File: config.mk
export PLATFORM = sky130hd
export DESIGN_NAME = bce_store
export DESIGN_NICKNAME = d
export VERILOG_FILES = /design/src/sv/bezier_curve_point_evaluator_defines.svh /design/src/sv/bce_pkg.sv /design/src/sv/bce_store.sv
export SDC_FILE = /design/constraint.sdc
export NUM_CORES = 1
export LEC_CHECK = 0
export BUFFER_PORTS_ARGS = -buffer_cell sky130_fd_sc_hd__buf_2
export CORE_MARGIN = 3
export CORE_UTILIZATION = 60
export DETAILED_ROUTE_END_ITERATION = 16
export PLACE_DENSITY = 0.79
export SLEW_MARGIN = 20
export SYNTH_ARGS = -nofsm -noshare
export SYNTH_HDL_FRONTEND = slang
export SYNTH_SLANG_ARGS = --single-unit
File: constraint.sdc
create_clock -name clk -period 20.1 [get_ports clk]
set_input_delay 2.01 -clock clk [delete_from_list [all_inputs] [get_ports clk]]
set_output_delay 2.01 -clock clk [all_outputs]
set_load 0.1 [all_outputs]
File: src/sv/bezier_curve_point_evaluator_defines.svh
// ----------------------------------------------------------------------------
// Bezier evaluator assertion macros
// Concurrent property wrappers shared by the evaluator RTL; empty in synthesis.
// ----------------------------------------------------------------------------
`ifndef BEZIER_CURVE_POINT_EVALUATOR_DEFINES_SVH
`define BEZIER_CURVE_POINT_EVALUATOR_DEFINES_SVH

`ifndef SYNTHESIS

// Same-cycle implication, disabled while reset is asserted
`define BCE_ASSERT_IMPLY(name, clk_i, rstn_i, ante, cons, msg) \
    name: assert property (@(posedge clk_i) disable iff (!rstn_i) (ante) |-> (cons)) \
        else $error(msg);

// Next-cycle implication, disabled while reset is asserted
`define BCE_ASSERT_NEXT(name, clk_i, rstn_i, ante, cons, msg) \
    name: assert property (@(posedge clk_i) disable iff (!rstn_i) (ante) |=> (cons)) \
        else $error(msg);

`else

`define BCE_ASSERT_IMPLY(name, clk_i, rstn_i, ante, cons, msg)

`define BCE_ASSERT_NEXT(name, clk_i, rstn_i, ante, cons, msg)

`endif

`endif

File: src/sv/bce_pkg.sv
// ----------------------------------------------------------------------------
// Bezier evaluator package
// Field widths, stream layout, opcodes and pipeline control types.
// ----------------------------------------------------------------------------
`default_nettype none

package bce_pkg;

    // Store size default
    localparam int DEFAULT_POINT_COUNT = 16;

    // Field widths
    localparam int COORD_W  = 24;
    localparam int INDEX_W  = 4;
    localparam int DEGREE_W = 2;
    localparam int U_W      = 17;
    localparam int AXES     = 3;
    localparam int TERMS    = 4;
    localparam int POINT_W  = AXES * COORD_W;

    // Weight arithmetic: u^2 fits 33 bits, weights sum to 2^48
    localparam int SQ_W     = 33;
    localparam int WT_W     = 49;
    localparam int WT_LO_W  = 24;
    localparam int WT_HI_W  = WT_W - WT_LO_W;
    localparam int QUAD_SHIFT = 16;
    localparam int LIN_SHIFT  = 32;

    localparam logic [U_W-1:0]     U_ONE      = 17'h10000;
    localparam logic [WT_W-1:0]    WT_ONE     = {1'b1, {(WT_W-1){1'b0}}};
    localparam logic [COORD_W-1:0] COORD_SIGN = {1'b1, {(COORD_W-1){1'b0}}};

    // Operations carried in s_tuser
    localparam logic OP_WRITE = 1'b0;
    localparam logic OP_EVAL  = 1'b1;

    // Degree codes
    localparam logic [DEGREE_W-1:0] DEG_POINT  = 2'd0;
    localparam logic [DEGREE_W-1:0] DEG_LINEAR = 2'd1;
    localparam logic [DEGREE_W-1:0] DEG_QUAD   = 2'd2;
    localparam logic [DEGREE_W-1:0] DEG_CUBIC  = 2'd3;

    // Input tdata layout, lowest field first
    localparam int OFS_INDEX = 0;
    localparam int OFS_X     = OFS_INDEX + INDEX_W;
    localparam int OFS_Y     = OFS_X + COORD_W;
    localparam int OFS_Z     = OFS_Y + COORD_W;
    localparam int OFS_DEG   = OFS_Z + COORD_W;
    localparam int OFS_BASE  = OFS_DEG + DEGREE_W;
    localparam int OFS_U     = OFS_BASE + INDEX_W;
    localparam int IN_FIELDS_W = OFS_U + U_W;
    localparam int S_TDATA_W   = ((IN_FIELDS_W + 7) / 8) * 8;
    localparam int M_TDATA_W   = POINT_W;

    typedef logic [COORD_W-1:0] coord_t;
    typedef logic [WT_W-1:0]    weight_t;

    // Per-stage advance enables, first stage to last
    typedef struct packed {
        logic rd;
        logic sq;
        logic cu;
        logic wt;
        logic mul;
        logic sum;
        logic fin;
    } bce_adv_t;

endpackage

`default_nettype wire

File: src/sv/bce_store.sv
// ----------------------------------------------------------------------------
// Control point store
// Four interleaved banks, one read port each, so that the four consecutive
// points of a segment are read together; read data is rotated into term order,
// converted to offset binary and masked beyond the segment degree or on error.
// ----------------------------------------------------------------------------
`default_nettype none

module bce_store #(
    parameter int POINT_COUNT = bce_pkg::DEFAULT_POINT_COUNT
) (
    input  wire logic                                   clk,
    input  wire bce_pkg::bce_adv_t                      adv,
    input  wire logic                                   wr_en,
    input  wire logic [bce_pkg::INDEX_W-1:0]            wr_index,
    input  wire logic [bce_pkg::POINT_W-1:0]            wr_point,
    input  wire logic [bce_pkg::INDEX_W-1:0]            rd_base,
    input  wire logic [bce_pkg::DEGREE_W-1:0]           rd_degree,
    input  wire logic                                   rd_error,
    output logic [bce_pkg::TERMS-1:0][bce_pkg::AXES-1:0][bce_pkg::COORD_W-1:0] term_coord
);
    import bce_pkg::*;

    localparam int BANK_DEPTH = (POINT_COUNT + TERMS - 1) / TERMS;
    localparam int BANK_AW    = (BANK_DEPTH > 1) ? $clog2(BANK_DEPTH) : 1;
    localparam int BANK_SEL_W = $clog2(TERMS);
    localparam int J_W        = INDEX_W + 1;

    logic [TERMS-1:0][POINT_W-1:0]                    bank_q;
    logic [BANK_AW-1:0]                               wr_addr;
    logic [BANK_SEL_W-1:0]                            base_lo_reg;
    logic [DEGREE_W-1:0]                              degree_reg;
    logic                                             error_reg;
    logic [2*TERMS*POINT_W-1:0]                       rot_wide;
    logic [TERMS-1:0][POINT_W-1:0]                    rot_next;
    logic [TERMS-1:0][AXES-1:0][COORD_W-1:0]          term_next;
    logic [TERMS-1:0][AXES-1:0][COORD_W-1:0]          term_reg;

    assign wr_addr = BANK_AW'(wr_index[INDEX_W-1:BANK_SEL_W]);

    // One bank per residue of the point index modulo four
    for (genvar b = 0; b < TERMS; b++) begin : g_bank
        logic [POINT_W-1:0]    bank_mem [BANK_DEPTH];
        logic [POINT_W-1:0]    rd_q_reg;
        logic [BANK_SEL_W-1:0] term_sel;
        logic [J_W-1:0]        point_j;
        logic [BANK_AW-1:0]    rd_addr;

        // Term of the segment that falls into this bank
        assign term_sel = BANK_SEL_W'(b) - rd_base[BANK_SEL_W-1:0];
        assign point_j  = {1'b0, rd_base} + J_W'(term_sel);
        assign rd_addr  = BANK_AW'(point_j[J_W-1:BANK_SEL_W]);

        always_ff @(posedge clk)
        begin
            if (wr_en && (wr_index[BANK_SEL_W-1:0] == BANK_SEL_W'(b)))
            begin
                bank_mem[wr_addr] <= wr_point;
            end
            if (adv.rd)
            begin
                rd_q_reg <= bank_mem[rd_addr];
            end
        end

        assign bank_q[b] = rd_q_reg;
    end

    // Hold segment alignment beside the read data
    always_ff @(posedge clk)
    begin
        if (adv.rd)
        begin
            base_lo_reg <= rd_base[BANK_SEL_W-1:0];
            degree_reg  <= rd_degree;
            error_reg   <= rd_error;
        end
    end

    // Rotate banks into term order, flip to offset binary, mask unused terms
    always_comb
    begin
        rot_wide = {bank_q, bank_q} >> (POINT_W * base_lo_reg);
        rot_next = rot_wide[TERMS*POINT_W-1:0];
        for (int i = 0; i < TERMS; i++)
        begin
            for (int a = 0; a < AXES; a++)
            begin
                if ((BANK_SEL_W'(i) <= degree_reg) && !error_reg)
                begin
                    term_next[i][a] = rot_next[i][a*COORD_W +: COORD_W] ^ COORD_SIGN;
                end
                else
                begin
                    term_next[i][a] = '0;
                end
            end
        end
    end

    always_ff @(posedge clk)
    begin
        if (adv.sq)
        begin
            term_reg <= term_next;
        end
    end

    assign term_coord = term_reg;

endmodule

`default_nettype wire

==> results.md <==
* Utilization after layout at 68.6%
* Crit Path Class: in -> reg
* Reg-to-Reg End: term_coord[8]
* R2r worst-path depth at 6
* Clock root buffer: clkbuf_16
* Setup repair bufs after CTS at 0
* Port bufs at 374
* DR pass1 iterations at 5
* Worst reg2reg path startpoint: base_lo_reg[0]
* Routed Antenna Nets at 0
* Leak at 25.9 nW
* Post-layout min period at 5760 ps
* Resized cells post-CTS at 0
* TritonCTS Buffers at 166
* Main synth FF type: edfxtp_1
* CTS tree: done
* CTS sink count at 1733
* Worst hold path class: reg -> reg
* Max-slew headroom at 24.6%
* Netlist cell types at 30
* Fraction of registers with async set/reset at 0%
* Initial antenna violation count at 30
* DP Area at 72000 µm²
* IO Pins at 380
* Die Height at 344 µm
* Flop2flop setup slack at 14970 ps
* Setup crit start kind: input port
* Drt wl/cell at 33.6 µm
* EDFF count, synth at 1733
* Max FFs per register at 1152
* Final Hold Vio Count at 0
* Post-synthesis average cell area at 24.4 µm²
* Hold path cells at 1
* Clk_skew at 33.9 ps
* Synth Net Count at 2906
* 1st-iter DRT viols at 3985
* Yosys reg bits at 1733
* Die area at 118000 µm²
* Std cell rows at 123
* Post-synthesis sequential area ratio at 76.0%
* Worst Setup SP: rd_base[2]
* DP HPWL at 86700 µm
* CP Capture Type: flop
* Final wirelength at 165000 µm
* Vias per cell at 6.74
* Max_cap viols at 0
* Ratio of cells with drive above 1 in the final layout at 35.0%
* Residual DRC at 0
* Worst EP required at 20590 ps
* Routability Congestion at 0.778
* Clock Tree Buf Depth at 3
* F_max at 173 MHz
* Sink of the worst hold path: g_bank[2].rd_q_reg[26]
* Total GRT Usage at 28.4%
* Post-route cell area at 77400 µm²
* Core Footprint at 113000 µm²
* Nets at 3349
* Latest clock arrival within the worst-skew pair at 780 ps
* Vias in the first global route at 33972
* Grt total ovfl at 0
* Worst-Margin Slew at 1130 ps
* Vias at 32962
* Final setup TNS at 0 ps
* H-tree levels at 4
* Layout area overhead at 13.0%
* Largest net degree at the start of global routing at 155
* Mapped Cells at 2809
* Synth warnings at 0
* RSZ-0062 raised after global routing: no
* Status: completed
* Synthesized area at 68500 µm²
* CTS Hold Bufs at 0
* Die extent in x at 344 µm
* Overall power at 8.30 mW
* Peak supply drop at 0.0000918 V
* Pins over their slew limit at 0
* Crit-path max FO at 43
* Final Cycle Share at 28.7%
* Start point of the worst hold path: g_bank[2].bank_mem[0][26]
* PwrDens at 107 nW/µm²
* Starting density of the core at 60.7%
* CTS clk-pin slew, worst paths at 60 ps
* First-pass GRT wire length at 237000 µm
* Worst Path Arrival at 6250 ps
* Setup violators final at 0
[synthesized netlist by cell type, types with 2 or more instances]
library cell / instances / area share (%)
and2_1: 69 / 0.63
and3_1: 69 / 0.63
buf_2: 53 / 0.39
buf_4: 25 / 0.27
buf_6: 17 / 0.28
clkbuf_1: 62 / 0.34
clkbuf_4: 7 / 0.077
edfxtp_1: 1733 / 76
ha_1: 5 / 0.091
inv_1: 4 / 0.022
mux4_1: 100 / 3.8
mux4_2: 476 / 16
nand2_1: 2 / 0.011
nand2b_1: 3 / 0.027
nand3b_1: 3 / 0.033
nor2_1: 24 / 0.13
nor2b_1: 140 / 1.3
nor3_1: 4 / 0.029
xnor2_2: 2 / 0.048
[through the flow]
step,std cells,hold slack [ps],worst slack [ps]
after floorplan,2809,593,12100
after global placement,4581,597,13500
after detailed placement,4581,604,13460
after CTS,4876,607,14200
after global routing,4886,624,14100
final,4894,615,14340
[cells by family (layout without fill, tap and decap cells)]
kind of cell,Yosys count,count (layout),share of synthesized area [%]
buf+inv,169,739,1.39
xor+xnor,4,4,0.112
mux,576,576,19.5
fa+ha+maj,5,5,0.0914
flops,1733,1733,76.0
other cells,0,15,0
simple gates,318,318,2.83
compound gates,4,4,0.0567
[layout make-up]
class                   instances  area (µm²)
repair buffers                440        2460
inverters                       4        15.0
clock inverters               101        1000
fillers                      6447       35400
diodes                         15        37.5
well taps                    1500        1880
multi-input cells             907       15600
flip-flops and latches       1733       52000
clock buffers                 194        4300
[cells in the final DEF (no fill, tap or decap), types with 14 or more instances in the layout]
cell | synthesis | layout
clkinv_2 | 0 | 28
clkinv_1 | 0 | 32
diode_2 | 0 | 15
edfxtp_1 | 1733 | 1733
clkbuf_16 | 0 | 168
clkbuf_1 | 62 | 26
nor2b_1 | 140 | 139
mux4_1 | 100 | 100
mux4_2 | 476 | 476
buf_4 | 25 | 61
and3_1 | 69 | 69
bufinv_16 | 0 | 14
and2_1 | 69 | 69
buf_2 | 53 | 370
[routing by layer]
layer	wire (µm)	GRT usage, %	vias to the layer above
met5	99	0	-
met4	6170	10.8	14
met3	17600	6.23	375
met2	83500	46.5	2246
met1	57100	38.0	17320
li1	-	-	13007
[power by group]
part           total (mW)  switching [mW]  internal, mW  leakage (nW)
Clock                3.05            1.33          1.72          2.57
Combinational        1.00           0.685         0.319          7.10
Sequential           4.25          0.0871          4.16          16.2
Total                8.30            2.10          6.20          25.9
[how the worst max path moves through the flow]
stage / slack, ps / end
6_report: 14340 / g_bank[1].rd_q_reg[40]
5_1_grt: 14100 / g_bank[1].rd_q_reg[40]
4_1_cts: 14200 / g_bank[1].rd_q_reg[40]
3_5_place_dp: 13460 / g_bank[0].rd_q_reg[32]
3_3_place_gp: 13500 / g_bank[0].rd_q_reg[39]
2_1_floorplan: 12100 / g_bank[0].bank_mem[0][0]
[critical path, cell delays in order]
cell,delay [ps]
buf_6,570
buf_4,860
ha_4,270
xor2_4,660
buf_4,610
buf_4,700
mux4_2,440
Note: power is estimated with default switching activity, not from simulation.
